--- src/hdl/mks_pkg.sv ---
package mks_pkg;

  localparam int SPEED_W = 16;
  localparam int CHAR_W  = 8;
  localparam int TICKS_W = 24;
  localparam int UNITS_W = 3;
  localparam int CODE_W  = 6;

  localparam logic [SPEED_W-1:0] SPEED_RESET = 16'd100;

  localparam logic [CODE_W-1:0] CODE_NONE = 6'd1;

  localparam logic [UNITS_W-1:0] UNITS_DOT  = 3'd1;
  localparam logic [UNITS_W-1:0] UNITS_DASH = 3'd3;
  localparam logic [UNITS_W-1:0] UNITS_EGAP = 3'd1;
  localparam logic [UNITS_W-1:0] UNITS_LGAP = 3'd2;
  localparam logic [UNITS_W-1:0] UNITS_WGAP = 3'd4;

  localparam logic [CHAR_W-1:0] CHAR_SPACE = 8'h20;
  localparam logic [CHAR_W-1:0] CHAR_TAB   = 8'h09;
  localparam logic [CHAR_W-1:0] CHAR_UA    = 8'h41;
  localparam logic [CHAR_W-1:0] CHAR_UZ    = 8'h5A;
  localparam logic [CHAR_W-1:0] CHAR_LA    = 8'h61;
  localparam logic [CHAR_W-1:0] CHAR_LZ    = 8'h7A;
  localparam logic [CHAR_W-1:0] CHAR_D0    = 8'h30;
  localparam logic [CHAR_W-1:0] CHAR_D9    = 8'h39;
  localparam logic [CHAR_W-1:0] CASE_BIT   = 8'h20;

  typedef enum logic [2:0] {
    KIND_DOT  = 3'd0,
    KIND_DASH = 3'd1,
    KIND_EGAP = 3'd2,
    KIND_LGAP = 3'd3,
    KIND_WGAP = 3'd4
  } kind_t;

  typedef enum logic [2:0] {
    ST_IDLE,
    ST_SYM,
    ST_EGAP,
    ST_LGAP,
    ST_WGAP
  } state_t;

  // element codes, first element in bit 0, 1 = dash, marker bit above the last
  localparam logic [CODE_W-1:0] LETTER_CODES [26] = '{
    6'd6,  6'd17, 6'd21, 6'd9,  6'd2,  6'd20, 6'd11, 6'd16, 6'd4,
    6'd30, 6'd13, 6'd18, 6'd7,  6'd5,  6'd15, 6'd22, 6'd27, 6'd10,
    6'd8,  6'd3,  6'd12, 6'd24, 6'd14, 6'd25, 6'd29, 6'd19
  };

  localparam logic [CODE_W-1:0] DIGIT_CODES [10] = '{
    6'd63, 6'd62, 6'd60, 6'd56, 6'd48, 6'd32, 6'd33, 6'd35, 6'd39, 6'd47
  };

  function automatic logic [CODE_W-1:0] morse_lookup(input logic [CHAR_W-1:0] c);
    logic [CHAR_W-1:0] u;
    logic [CHAR_W-1:0] li;
    logic [CHAR_W-1:0] di;
    u = c;
    if (c >= CHAR_LA && c <= CHAR_LZ) begin
      u = c - CASE_BIT;
    end
    li = u - CHAR_UA;
    di = u - CHAR_D0;
    if (u >= CHAR_UA && u <= CHAR_UZ) begin
      morse_lookup = LETTER_CODES[li[4:0]];
    end else if (u >= CHAR_D0 && u <= CHAR_D9) begin
      morse_lookup = DIGIT_CODES[di[3:0]];
    end else begin
      morse_lookup = CODE_NONE;
    end
  endfunction

endpackage

--- src/hdl/mks_tick_scale.sv ---
module mks_tick_scale import mks_pkg::*; #(
  parameter int TICKS_PER_MS = 36
) (
  input  logic               clk,
  input  logic               rst,
  input  logic               cfg_we,
  input  logic [SPEED_W-1:0] cfg_wdata,
  input  logic [UNITS_W-1:0] units,
  output logic [TICKS_W-1:0] ticks
);

  localparam int TPM_W = $clog2(TICKS_PER_MS + 1);
  localparam int UT_W  = SPEED_W + TPM_W;
  localparam int SC_W  = UT_W + 2;
  localparam int EXT_W = (SC_W > TICKS_W) ? SC_W : TICKS_W + 1;

  logic [UT_W-1:0]  unit_ticks;
  logic [SC_W-1:0]  scaled;
  logic [EXT_W-1:0] scaled_ext;

  // hold one unit in ticks, product taken at the write
  always_ff @(posedge clk) begin
    if (rst) begin
      unit_ticks <= UT_W'(SPEED_RESET) * UT_W'(TICKS_PER_MS);
    end else if (cfg_we) begin
      unit_ticks <= UT_W'(cfg_wdata) * UT_W'(TICKS_PER_MS);
    end
  end

  always_comb begin
    case (units)
      3'd2:    scaled = {SC_W'(unit_ticks)} << 1;
      3'd3:    scaled = SC_W'(unit_ticks) + (SC_W'(unit_ticks) << 1);
      3'd4:    scaled = {SC_W'(unit_ticks)} << 2;
      default: scaled = SC_W'(unit_ticks);
    endcase
    scaled_ext = EXT_W'(scaled);
    if (|scaled_ext[EXT_W-1:TICKS_W]) begin
      ticks = '1;
    end else begin
      ticks = scaled_ext[TICKS_W-1:0];
    end
  end

endmodule

--- src/hdl/morse_keyer_sequencer_top.sv ---
// Morse keyer sequencer. Each accepted ASCII byte yields its key-line elements
// in order, one beat per element: dots and dashes each followed by an element
// gap, then a closing letter gap; space or tab yields a single word gap and any
// other byte only the letter gap. A character yields 1 to 11 elements after
// its accept; the code is shifted out one symbol at a time, as the output
// advances, from a small shift register behind the output register.
// length_ticks is units times speed_ms times TICKS_PER_MS, saturating at all
// ones; the per-unit product is formed when speed_ms is written, and a write
// applies to every element loaded after it.
module morse_keyer_sequencer_top import mks_pkg::*; #(
  parameter int TICKS_PER_MS = 36
) (
  input  logic               clk,
  input  logic               rst,
  input  logic               cfg_we,
  input  logic [SPEED_W-1:0] cfg_wdata,
  input  logic               in_valid,
  output logic               in_ready,
  input  logic [CHAR_W-1:0]  ascii_char,
  output logic               out_valid,
  input  logic               out_ready,
  output logic               key_on,
  output logic [2:0]         element_kind,
  output logic [UNITS_W-1:0] length_units,
  output logic [TICKS_W-1:0] length_ticks,
  output logic               last_element
);

  state_t              state;
  state_t              state_next;
  logic [CODE_W-1:0]   code_sr;
  logic [CODE_W-1:0]   code_sr_next;
  logic [CODE_W-1:0]   code_in;
  logic                advance;
  kind_t               kind;
  logic [UNITS_W-1:0]  units;
  logic                last;
  logic [TICKS_W-1:0]  ticks;

  mks_tick_scale #(
    .TICKS_PER_MS(TICKS_PER_MS)
  ) u_scale (
    .clk      (clk),
    .rst      (rst),
    .cfg_we   (cfg_we),
    .cfg_wdata(cfg_wdata),
    .units    (units),
    .ticks    (ticks)
  );

  assign in_ready = (state == ST_IDLE);
  assign advance  = (state != ST_IDLE) && (!out_valid || out_ready);
  assign code_in  = morse_lookup(ascii_char);

  always_ff @(posedge clk) begin
    if (rst) begin
      state <= ST_IDLE;
    end else begin
      state <= state_next;
    end
  end

  always_ff @(posedge clk) begin
    code_sr <= code_sr_next;
  end

  always_comb begin
    state_next   = state;
    code_sr_next = code_sr;
    kind         = KIND_LGAP;
    units        = UNITS_LGAP;
    last         = 1'b0;
    unique case (state)
      ST_IDLE: begin
        if (in_valid) begin
          code_sr_next = code_in;
          if (ascii_char == CHAR_SPACE || ascii_char == CHAR_TAB) begin
            state_next = ST_WGAP;
          end else if (code_in == CODE_NONE) begin
            state_next = ST_LGAP;
          end else begin
            state_next = ST_SYM;
          end
        end
      end
      ST_SYM: begin
        kind  = code_sr[0] ? KIND_DASH : KIND_DOT;
        units = code_sr[0] ? UNITS_DASH : UNITS_DOT;
        if (advance) begin
          code_sr_next = code_sr >> 1;
          state_next   = ST_EGAP;
        end
      end
      ST_EGAP: begin
        kind  = KIND_EGAP;
        units = UNITS_EGAP;
        if (advance) begin
          state_next = (code_sr == CODE_NONE) ? ST_LGAP : ST_SYM;
        end
      end
      ST_LGAP: begin
        kind  = KIND_LGAP;
        units = UNITS_LGAP;
        last  = 1'b1;
        if (advance) begin
          state_next = ST_IDLE;
        end
      end
      ST_WGAP: begin
        kind  = KIND_WGAP;
        units = UNITS_WGAP;
        last  = 1'b1;
        if (advance) begin
          state_next = ST_IDLE;
        end
      end
      default: begin
        state_next = ST_IDLE;
      end
    endcase
  end

  always_ff @(posedge clk) begin
    if (rst) begin
      out_valid <= 1'b0;
    end else if (advance) begin
      out_valid <= 1'b1;
    end else if (out_ready) begin
      out_valid <= 1'b0;
    end
  end

  // load the next element into the output beat
  always_ff @(posedge clk) begin
    if (advance) begin
      key_on       <= (kind == KIND_DOT) || (kind == KIND_DASH);
      element_kind <= kind;
      length_units <= units;
      length_ticks <= ticks;
      last_element <= last;
    end
  end

endmodule
--- config.mk ---
export PLATFORM = sky130hd
export DESIGN_NAME = morse_keyer_sequencer_top
export DESIGN_NICKNAME = d
export VERILOG_FILES = /design/src/hdl/mks_pkg.sv /design/src/hdl/mks_tick_scale.sv /design/src/hdl/morse_keyer_sequencer_top.sv
export SDC_FILE = /design/constraint.sdc
export NUM_CORES = 1
export LEC_CHECK = 0
export ABC_AREA = 1
export BUFFER_PORTS_ARGS = -buffer_cell sky130_fd_sc_hd__buf_2
export CORE_MARGIN = 5
export CORE_UTILIZATION = 35
export CTS_CLUSTER_DIAMETER = 50
export DETAILED_ROUTE_END_ITERATION = 7
export PLACE_DENSITY_LB_ADDON = 0.08
export SLEW_MARGIN = 20
export SYNTH_ARGS = -nofsm -noshare
export SYNTH_HDL_FRONTEND = slang
export SYNTH_SLANG_ARGS = --single-unit
export TNS_END_PERCENT = 5
--- constraint.sdc ---
create_clock -name clk -period 4 [get_ports clk]
set_input_delay 0.2 -clock clk [delete_from_list [all_inputs] [get_ports clk]]
set_output_delay 0.2 -clock clk [all_outputs]
set_load 0.02 [all_outputs]
==> results of run 1 <==
## report_power, final
group	switching (mW)	internal [mW]
registers	0.0874	0.946
logic	1.02	0.450
clock network	0.245	0.409
total	1.35	1.81
## through the flow
stage	power, mW	utilization, %	setup WS [ns]
after CTS	3.20	40.2	1.39
after floorplan	2.07	-	1.41
after global placement	2.52	38.4	1.40
after detailed placement	2.53	38.4	1.35
final	3.16	40.2	1.35
after global routing	3.41	40.2	1.05
## worst max-delay path, delay by kind of cell, from the launching register on
kind	cells	cell delay, ns
AND/OR/NAND/NOR	3	0.21
buffers and inverters	1	0.11
adder cells (fa/ha/maj)	1	0.34
AO/OA/AOI/OAI	6	1.22
flip-flops	1	0.50
## cell usage after synthesis, types with 3 or more instances
| library cell | instances | share of area, % |
|---|---|---|
| o211ai_1 | 6 | 0.88 |
| nor2_1 | 52 | 3.8 |
| nand4_1 | 15 | 1.8 |
| inv_2 | 6 | 0.44 |
| nor2_2 | 4 | 0.49 |
| a211oi_1 | 3 | 0.44 |
| nor3_1 | 4 | 0.39 |
| nor2_4 | 4 | 0.88 |
| a21oi_1 | 65 | 6.4 |
| a21o_1 | 3 | 0.44 |
| dfxtp_1 | 24 | 9.4 |
| buf_4 | 5 | 0.74 |
| nand2_2 | 7 | 0.86 |
| a31o_2 | 3 | 0.52 |
| nand3_1 | 44 | 4.3 |
| inv_1 | 68 | 5.0 |
| o21ai_0 | 49 | 4.8 |
| o22ai_1 | 5 | 0.61 |
| nand2_1 | 153 | 11 |
| o2111ai_1 | 8 | 1.4 |
| xor2_1 | 13 | 2.2 |
| ha_1 | 56 | 14 |
| edfxtp_1 | 34 | 20 |
| o21ai_1 | 7 | 0.69 |
| clkbuf_1 | 10 | 0.74 |
## area by class of cell
| type | count | area share (%) |
|---|---|---|
| Inverter | 76 | 4.94 |
| Clock inverter | 5 | 0.367 |
| Clock buffer | 11 | 4.01 |
| Multi-Input combinational cell | 536 | 55.2 |
| Sequential cell | 58 | 25.9 |
| Timing Repair Buffer | 63 | 5.57 |
| Tap cell | 184 | 3.97 |
## flip-flops by register name (all words and copies together) (netlist names)
| register | flops |
|---|---|
| length_ticks | 22 |
| u_scale.unit_ticks | 20 |
| code_sr | 6 |
| element_kind | 3 |
| state | 3 |
| key_on | 1 |
| last_element | 1 |
| length_units | 1 |
| out_valid | 1 |
## worst max-delay path by stage
stage,startpoint,cells after the start,slack [ns],endpoint
2_1_floorplan,state[1]$_SDFFE_PP0P_,9,1.41,state[1]$_SDFFE_PP0P_
3_3_place_gp,u_scale.unit_ticks[3]$_SDFFE_PP0P_,8,1.40,length_ticks[15]$_DFFE_PP_
3_5_place_dp,ascii_char[1],17,1.35,state[1]$_SDFFE_PP0P_
4_1_cts,u_scale.unit_ticks[3]$_SDFFE_PP0P_,8,1.39,length_ticks[15]$_DFFE_PP_
5_1_grt,u_scale.unit_ticks[6]$_SDFFE_PP0P_,11,1.05,length_ticks[15]$_DFFE_PP_
6_report,u_scale.unit_ticks[6]$_SDFFE_PP0P_,11,1.35,length_ticks[15]$_DFFE_PP_
## routing by layer
metal	global-route usage, %	routed length (µm)	vias to the layer above
li1	-	-	2486
met1	24.2	6990	2175
met2	24.6	5750	140
met3	1.95	722	20
met4	5.93	261	0
met5	0	0	-
## cell families after synthesis
| kind of cell | count (synthesis) | synth area share [%] |
|---|---|---|
| other | 1 | 0.0735 |
| adder cells (fa/ha/maj) | 58 | 14.5 |
| buffers and inverters | 96 | 7.88 |
| XOR/XNOR | 17 | 3.21 |
| flip-flops | 58 | 29.4 |
| AND/OR/NAND/NOR | 297 | 26.7 |
| AO/OA/AOI/OAI | 162 | 18.2 |
==> flow_summary.yaml, run 1 <==
cts:
  ctsHoldBuffers: 0
  clockBufferDepth: 2
  post-cts-setup-buffers: 0
  cts_tree: "done"
  cts_max_level: 3
  cts_resized: 0
  cts_buffers: 9
  clock-sinks: 58
  clkLatencyLatePin_ns: 0.32
  root_buffer: "clkbuf_16"
  path_clk_slew_ns: 0.05
cells_and_area:
  mostFrequentLayoutCells: "nand2_1 (153), inv_1 (68), a21oi_1 (65)"
  instances_no_fill: 933
  drive_gt1_share_pct: 14.8
  diodes: 0
  synthToLayoutAreaGrowth_pct: 13.7
  final_nets: 831
  nFillCells: 1551
  multi_input_area_um2: 3200
  finish.instance_area_um2: 5800
  final_common_cell: "nand2_1"
  seqCellArea_um2: 1500
drt:
  totalWireLength_um: 13700
  drtIter0Drc: 396
  drc_errors: 0
  wl_per_cell_um: 14.7
  num_vias: 4821
  ant_nets: 0
  drt_pass1_iterations: 5
  viasPerCell: 5.17
placed_design:
  gp_congestion: 0.845
  portBuffers: 60
  dp.cells: 917
  placed_area_um2: 5540
  dp.final_hpwl_um: 11000
timing:
  hold-worst-slack_ns: 0.161
  finalSetupViolCount: 0
  tightest_slew_ns: 0.828
  relSlewSlack_pct: 44.3
  min_period_ns: 2.65
  slew_viol_final: 0
  finalClockSkew_ns: 0.00558
  timing.fmax_mhz: 378
  setup_tns_ns: 0
  hold_viol_final: 0
  post-route-period-util_pct: 66.1
  rsz0062_at_grt: "no"
worst_setup_path:
  crit_chain: "ha_1, inv_1, o21ai_1, nand2_1, nand2_1, a21oi_1, o21ai_0, a21oi_1, o21ai_0, o21ai_0, nand2_1"
  slowest_stage: "dfxtp_1"
  crit_fanout: 6
  required_ns: 4.06
  r2r-end: "length_ticks[15]$_DFFE_PP_"
  max_stage_delay_ns: 0.50
  arrival_ns: 2.70
  crit_path_end_kind: "register"
  worstSetupPathType: "register to register"
  setup.worst_path.start_class: "register"
  rr_worst_depth: 11
  rrSetupSlack_ns: 1.35
  r2r_start: "u_scale.unit_ticks[6]$_SDFFE_PP0P_"
grt:
  overflow: 0
  grt_max_degree: 30
  grt_usage_pct: 16.4
  grt_pass1_wl_um: 22500
  grt_pass1_vias: 4545
  antenna_found_initial: 0
run:
  drv_cap: 0
synth:
  synth-seq-cells: 58
  postSynthAreaPerCell_um2: 7.40
  synthCells: 689
  yosys_warnings: 0
  seq_area_frac_synth_pct: 29.4
  synth_area_um2: 5100
  synthArstFlopShare_pct: 0
  synth_cell_types: 55
  synthFlopType: "edfxtp_1"
  synth_edf_count: 34
die:
  fp.dieW_um: 131
  die_h_um: 131
  num_rows: 44
  core_um2: 14400
  initial_utilization_pct: 35.3
  dieArea_um2: 17100
  ios: 63
power_and_ir_drop:
  peakVddDrop_v: 0.000207
  p_per_area_nw_per_um2: 545
  p_leak_nw: 2.67
min_path:
  min_to: "u_scale.unit_ticks[4]$_SDFFE_PP1P_"
  holdCritPathClass: "primary input to register"
  holdPathStages: 3
  holdCritStartpoint: "cfg_wdata[2]"
run_status:
  status: "completed"
Power figures use the tool's default switching activity.
==> run 2: changes to the inputs <==
--- a/config.mk
+++ b/config.mk
@@ -5,7 +5,7 @@
 export SDC_FILE = /design/constraint.sdc
 export NUM_CORES = 1
 export LEC_CHECK = 0
-export ABC_AREA = 1
+export ABC_AREA = 0
 export BUFFER_PORTS_ARGS = -buffer_cell sky130_fd_sc_hd__buf_2
 export CORE_MARGIN = 5
 export CORE_UTILIZATION = 35
==> constraint.sdc (replaced) <==
create_clock -name clk -period 2.25 [get_ports clk]
set_input_delay 0.1125 -clock clk [delete_from_list [all_inputs] [get_ports clk]]
set_output_delay 0.1125 -clock clk [all_outputs]
set_load 0.02 [all_outputs]
==> run 2 against run 1 <==
Global-route usage grew 0.39 points. Clock power up 83%. Die area down 1.5%. Setup slack got worse by 1.5 ns. First-iteration DRC count is 36% lower. Critical path type unchanged. The run now ends with negative setup slack left. Area after synthesis is 1.7% lower. Combinational power rose by 91%.
==> flow_summary.yaml, run 2 <==
cells_and_area:
  instances_no_fill: 902
  drive_gt1_share_pct: 28.4
  final_core_util_pct: 46.4
  diodes: 0
  mostFrequentLayoutCells: "buf_4 (97), nor2_1 (62), buf_2 (60)"
  biggestRegsByFlops: "length_ticks: 22 flops, u_scale.unit_ticks: 20 flops, code_sr: 6 flops"
  nFillCells: 1446
  largest_reg_flops: 22
  top_register: "length_ticks"
  final_nets: 804
  final_common_cell: "buf_4"
  synthToLayoutAreaGrowth_pct: 29.5
cts:
  cts_buffers: 9
  clkLatencyLatePin_ns: 0.33
  clockBufferDepth: 2
  cts_tree: "done"
  clock-sinks: 58
  path_clk_slew_ns: 0.05
  cts_max_level: 3
  root_buffer: "clkbuf_16"
run:
  drv_cap: 0
synth:
  synth_edf_count: 34
  muxShareOfSynthArea_pct: 3.42
  synthArstFlopShare_pct: 0
  synthCells: 582
  synth-simple-area-share_pct: 18.7
  netlist.top_cell.by_area: "edfxtp_1"
  synth_top_family_by_area: "compound AO/OA/AOI/OAI gates"
  synthAdderAreaFrac_pct: 14.8
  synth-seq-cells: 58
  yosys_warnings: 0
  synthFlopType: "edfxtp_1"
  synth_area_um2: 5010
  synth_compound_area_share_pct: 23.8
  postSynthAreaPerCell_um2: 8.61
  synth_cell_types: 70
  synth_area_leaders: "edfxtp_1 (20%), ha_1 (14%), dfxtp_1 (9.6%), nor2_1 (4.7%), a21oi_1 (4.5%)"
  synth_most_common_cell: "nor2_1"
  yosysTopAreaCellShare_pct: 20.4
  seq_area_frac_synth_pct: 29.9
  yosys.area_share.xor_xnor_pct: 4.49
  synth.cells.most_frequent: "nor2_1 (63), ha_1 (56), nand2_1 (52)"
power_and_ir_drop:
  peakVddDrop_v: 0.000401
  p_per_area_nw_per_um2: 888
  p_leak_nw: 2.89
  total_power_mw: 5.76
grt:
  grt_use_met3_pct: 3.34
  overflow: 0
  grt_pass1_wl_um: 22600
  grt_max_degree: 29
  use_met2_pct: 24.1
  antenna_found_initial: 0
  grt_pass1_vias: 4529
  grt_usage_pct: 16.8
  grtUsageMet1_pct: 25.1
  grt_busiest_layer: "met1"
timing:
  timing.fmax_mhz: 417
  rsz0062_at_grt: "yes"
  tightest_slew_ns: 0.604
  finalSetupViolCount: 12
  fin_ws_ns: -0.150
  finalClockSkew_ns: 0.00728
  relSlewSlack_pct: 59.7
  slew_viol_final: 0
  post-route-period-util_pct: 107
  hold_viol_final: 0
  min_period_ns: 2.40
  setup_tns_ns: -0.691
worst_setup_path:
  crit_fanout: 4
  crit_path_end_kind: "register"
  setup.worst_path.start_class: "register"
  required_ns: 2.30
  arrival_ns: 2.45
  rr_worst_depth: 9
  worstSetupPathType: "register to register"
die:
  ios: 63
  die_h_um: 130
  dieArea_um2: 16800
  initial_utilization_pct: 35.8
  num_rows: 43
  core_um2: 14000
  fp.dieW_um: 130
run_status:
  status: "complete, but fails checks"
  failed_checks: "negative setup slack"
drt:
  viasPerCell: 5.25
  drt_pass1_iterations: 5
  totalWireLength_um: 13400
  ant_nets: 0
  num_vias: 4733
  wl_per_cell_um: 14.9
  drc_errors: 0
  drtIter0Drc: 255
placed_design:
  gp_congestion: 0.847
  dp.final_hpwl_um: 10700
  dp.cells: 885
  portBuffers: 60
min_path:
  holdCritPathClass: "primary input to register"
  holdPathStages: 2
[run 2: where the power goes]
group          leakage [nW]  internal (mW)  switching [mW]
Clock                 0.134          0.763           0.441
Combinational          2.23           1.12            1.70
Sequential            0.526           1.62           0.126
Total                  2.89           3.50            2.26
[run 2: layout make-up]
cell class	instances	area [µm²]	share of cell area [%]
Tap cell	180	225	3.47
Clock buffer	12	246	3.80
Clock inverter	4	18.8	0.289
Inverter	19	71.3	1.10
Timing Repair Buffer	157	1030	15.8
Multi-Input combinational cell	472	3400	52.3
Sequential cell	58	1500	23.2
[run 2: critical path, stage by stage, from the launching register on]
cell       delay (ns)
dfxtp_2          0.34
ha_2             0.19
buf_4            0.13
a211o_1          0.33
a2111oi_4        0.36
o21ai_2          0.14
a31o_2           0.23
a21oi_2          0.14
xor2_1           0.15
o22ai_1          0.11
[run 2: cells by family (layout without fill, tap and decap cells)]
family,count (synthesis),after routing
flip-flops,58,58
XOR/XNOR,24,24
buffers and inverters,53,192
AO/OA/AOI/OAI,178,178
adder cells (fa/ha/maj),58,58
AND/OR/NAND/NOR,195,195
other,1,2
multiplexers,15,15
[run 2: worst paths after layout]
| check | from | endpoint | slack, ns |
|---|---|---|---|
| worst max-delay path | u_scale.unit_ticks[3]$_SDFFE_PP0P_ | length_ticks[16]$_DFFE_PP_ | -0.15 |
| worst max register to register | u_scale.unit_ticks[3]$_SDFFE_PP0P_ | length_ticks[16]$_DFFE_PP_ | -0.15 |
| worst min-delay path | rst | out_valid$_SDFFE_PP0P_ | 0.09 |
| worst min register to register | code_sr[1]$_DFFE_PP_ | code_sr[0]$_DFFE_PP_ | 0.57 |
[run 2: stage by stage]
step / instance area (µm²) / hold slack [ns] / setup WS (ns)
after CTS: 6450 / 0.0780 / -0.188
after floorplan: 5080 / 0.241 / -0.174
after global routing: 6490 / 0.106 / -0.281
after detailed placement: 6160 / 0.435 / -0.369
final: 6490 / 0.0890 / -0.150
after global placement: 6160 / 0.421 / -0.367
[run 2: metal layers]
| metal | vias to the layer above | part of all wire (%) |
|---|---|---|
| li1 | 2435 | - |
| met1 | 2171 | 51 |
| met2 | 113 | 42 |
| met3 | 14 | 4.9 |
| met4 | 0 | 1.8 |
| met5 | - | 0 |
[run 2: timing repair]
action,4_1_cts,5_1_grt
endpoints found under the setup margin,12,19
pin swaps,14,3
setup buffers,0,1
cloned,0,0
hold buffers,0,0
resized for setup,8,8
==> run 3: changes to the inputs <==
--- a/config.mk
+++ b/config.mk
@@ -11,7 +11,7 @@
 export CORE_UTILIZATION = 35
 export CTS_CLUSTER_DIAMETER = 50
 export DETAILED_ROUTE_END_ITERATION = 7
-export PLACE_DENSITY_LB_ADDON = 0.08
+export PLACE_DENSITY = 0.57
 export SLEW_MARGIN = 20
 export SYNTH_ARGS = -nofsm -noshare
 export SYNTH_HDL_FRONTEND = slang
==> constraint.sdc (replaced) <==
create_clock -name clk -period 2.25 [get_ports clk]
set_input_delay 0.5625 -clock clk [delete_from_list [all_inputs] [get_ports clk]]
set_output_delay 0.5625 -clock clk [all_outputs]
set_load 0.02 [all_outputs]
==> run 3 against run 2 <==
The flow still finishes with violations (negative setup slack). Setup slack worse by 0.24 ns. Worst hold slack better by 0.46 ns. Via count is 1.6% higher. Critical path depth is 2 higher. Clock power is 5% higher. Sequential power hardly changed. Combinational power is 3% higher. Highest routed layer unchanged.
==> flow_summary.yaml, run 3 (same netlist as run 2, synthesis figures left out) <==
timing:
  setup_tns_ns: -2.64
  post-route-period-util_pct: 117
  slew_viol_final: 0
  hold_viol_final: 0
  fin_ws_ns: -0.390
  finalClockSkew_ns: 0.00748
  relSlewSlack_pct: 60.2
  min_period_ns: 2.64
  rsz0062_at_grt: "yes"
  timing.fmax_mhz: 379
  finalSetupViolCount: 17
  tightest_slew_ns: 0.596
drt:
  drt_pass1_iterations: 6
  drc_errors: 0
  wl_per_cell_um: 14.3
  ant_nets: 0
  viasPerCell: 5.21
  num_vias: 4809
  totalWireLength_um: 13200
  drtIter0Drc: 267
grt:
  grt_usage_pct: 16.3
  overflow: 0
  grt_busiest_layer: "met2"
  use_met2_pct: 26.6
  grtUsageMet1_pct: 21.9
  antenna_found_initial: 0
  grt_pass1_vias: 4774
  grt_use_met3_pct: 3.01
  grt_max_degree: 29
  grt_pass1_wl_um: 22500
power_and_ir_drop:
  p_leak_nw: 3.03
  p_per_area_nw_per_um2: 860
  peakVddDrop_v: 0.000367
die:
  dieArea_um2: 16800
  die_h_um: 130
  core_um2: 14000
  ios: 63
  num_rows: 43
  initial_utilization_pct: 35.8
  fp.dieW_um: 130
worst_setup_path:
  slowest_stage: "fa_2"
  cp_common_cell: "ha_4"
  crit_chain: "buf_8, ha_4, ha_4, fa_2, a21o_1, a21boi_2, o21ai_2, a221o_1, a2111oi_4, nor3_1, a211o_1"
  worstSetupPathType: "primary input to register"
  crit_fanout: 2
  rr_worst_depth: 9
  setup.worst_path.start_class: "primary input"
  arrival_ns: 2.86
  crit_path_end_kind: "register"
  r2r-end: "length_ticks[16]$_DFFE_PP_"
  required_ns: 2.47
  max_stage_delay_ns: 0.35
  r2r_start: "u_scale.unit_ticks[3]$_SDFFE_PP0P_"
  rrSetupSlack_ns: -0.28
cells_and_area:
  largest_reg_flops: 22
  drive_gt1_share_pct: 33.5
  finish.instance_area_um2: 6880
  synthToLayoutAreaGrowth_pct: 37.2
  diodes: 0
  nFillCells: 1368
  final_common_cell: "buf_4"
  biggestRegsByFlops: "length_ticks: 22 flops, u_scale.unit_ticks: 20 flops, code_sr: 6 flops"
  top_register: "length_ticks"
  mostFrequentLayoutCells: "buf_4 (114), nor2_1 (61), buf_2 (57)"
  final_nets: 825
cts:
  post-cts-setup-buffers: 0
  cts_max_level: 3
  cts_tree: "done"
  cts_buffers: 9
  path_clk_slew_ns: 0.05
  clkLatencyLatePin_ns: 0.33
  ctsHoldBuffers: 0
  root_buffer: "clkbuf_16"
  clockBufferDepth: 2
  clock-sinks: 58
min_path:
  holdCritStartpoint: "u_scale.unit_ticks[14]$_SDFFE_PP0P_"
  min_to: "u_scale.unit_ticks[14]$_SDFFE_PP0P_"
  holdPathStages: 2
  holdCritPathClass: "register to register"
placed_design:
  placed_area_um2: 6370
  portBuffers: 60
  gp_congestion: 0.862
  dp.final_hpwl_um: 10600
run:
  drv_cap: 0
run_status:
  failed_checks: "negative setup slack"
  status: "complete, but fails checks"
## run 3: cell count changes in the layout (fill, tap and decap cells not counted), sizes merged
cell / before / now
buf: 157 / 177
clkbuf: 12 / 15
clkinv: 4 / 2
## run 3: worst max-delay path by stage
stage                       startpoint                                   to  slack (ns)  cells past startpoint
after floorplan           cfg_wdata[1]  u_scale.unit_ticks[20]$_SDFFE_PP0P_       -0.60                     10
after global routing      cfg_wdata[1]  u_scale.unit_ticks[20]$_SDFFE_PP0P_       -0.52                     11
after global placement    cfg_wdata[1]  u_scale.unit_ticks[20]$_SDFFE_PP0P_       -0.81                     11
final                     cfg_wdata[1]  u_scale.unit_ticks[20]$_SDFFE_PP0P_       -0.39                     11
after CTS                 cfg_wdata[4]  u_scale.unit_ticks[20]$_SDFFE_PP0P_       -0.39                     11
after detailed placement  cfg_wdata[1]  u_scale.unit_ticks[20]$_SDFFE_PP0P_       -0.83                     11
## run 3: layout make-up
type / instances / area [µm²] / area share (%)
multi-input cells: 472 / 3550 / 51.6
repair buffers: 178 / 1230 / 17.9
well taps: 180 / 225 / 3.27
inverters: 19 / 86.3 / 1.26
flip-flops and latches: 58 / 1500 / 21.8
clock inverters: 2 / 10.0 / 0.146
clock buffers: 14 / 275 / 4.00
## run 3: through the flow
step | utilization [%] | setup WS, ns | cells | hold slack, ns | total power [mW]
floorplan | - | -0.596 | 583 | 0.515 | 3.58
global placement | 45.5 | -0.807 | 907 | 0.542 | 4.52
detailed placement | 45.5 | -0.828 | 907 | 0.542 | 4.57
CTS | 48.6 | -0.394 | 923 | 0.548 | 5.94
global route | 49.2 | -0.519 | 923 | 0.582 | 6.35
finish | 49.2 | -0.390 | 923 | 0.548 | 5.91
## run 3: routing by layer
layer | vias to the layer above | wire, µm | share of wire [%]
met3 | 12 | 610 | 4.6
met4 | 0 | 181 | 1.4
met5 | - | 0 | 0
met2 | 91 | 5960 | 45
li1 | 2491 | - | -
met1 | 2215 | 6450 | 49
## run 3: power by group
part | internal, mW | leakage (nW) | total [mW] | switching, mW
sequential | 1.62 | 0.526 | 1.76 | 0.139
clock | 0.836 | 0.142 | 1.26 | 0.429
combinational | 1.21 | 2.36 | 2.89 | 1.68
## run 3: worst max-delay path, delay by kind of cell
family                   cells  cell delay [ns]
AO/OA/AOI/OAI                6             1.37
adder cells (fa/ha/maj)      3             0.74
buffers and inverters        1             0.10
AND/OR/NAND/NOR              1             0.08
## run 3: timing repair
action                                  4_1_cts  5_1_grt
endpoints found under the setup margin       25       29
resized for setup                            38       16
pin swaps                                    12       11
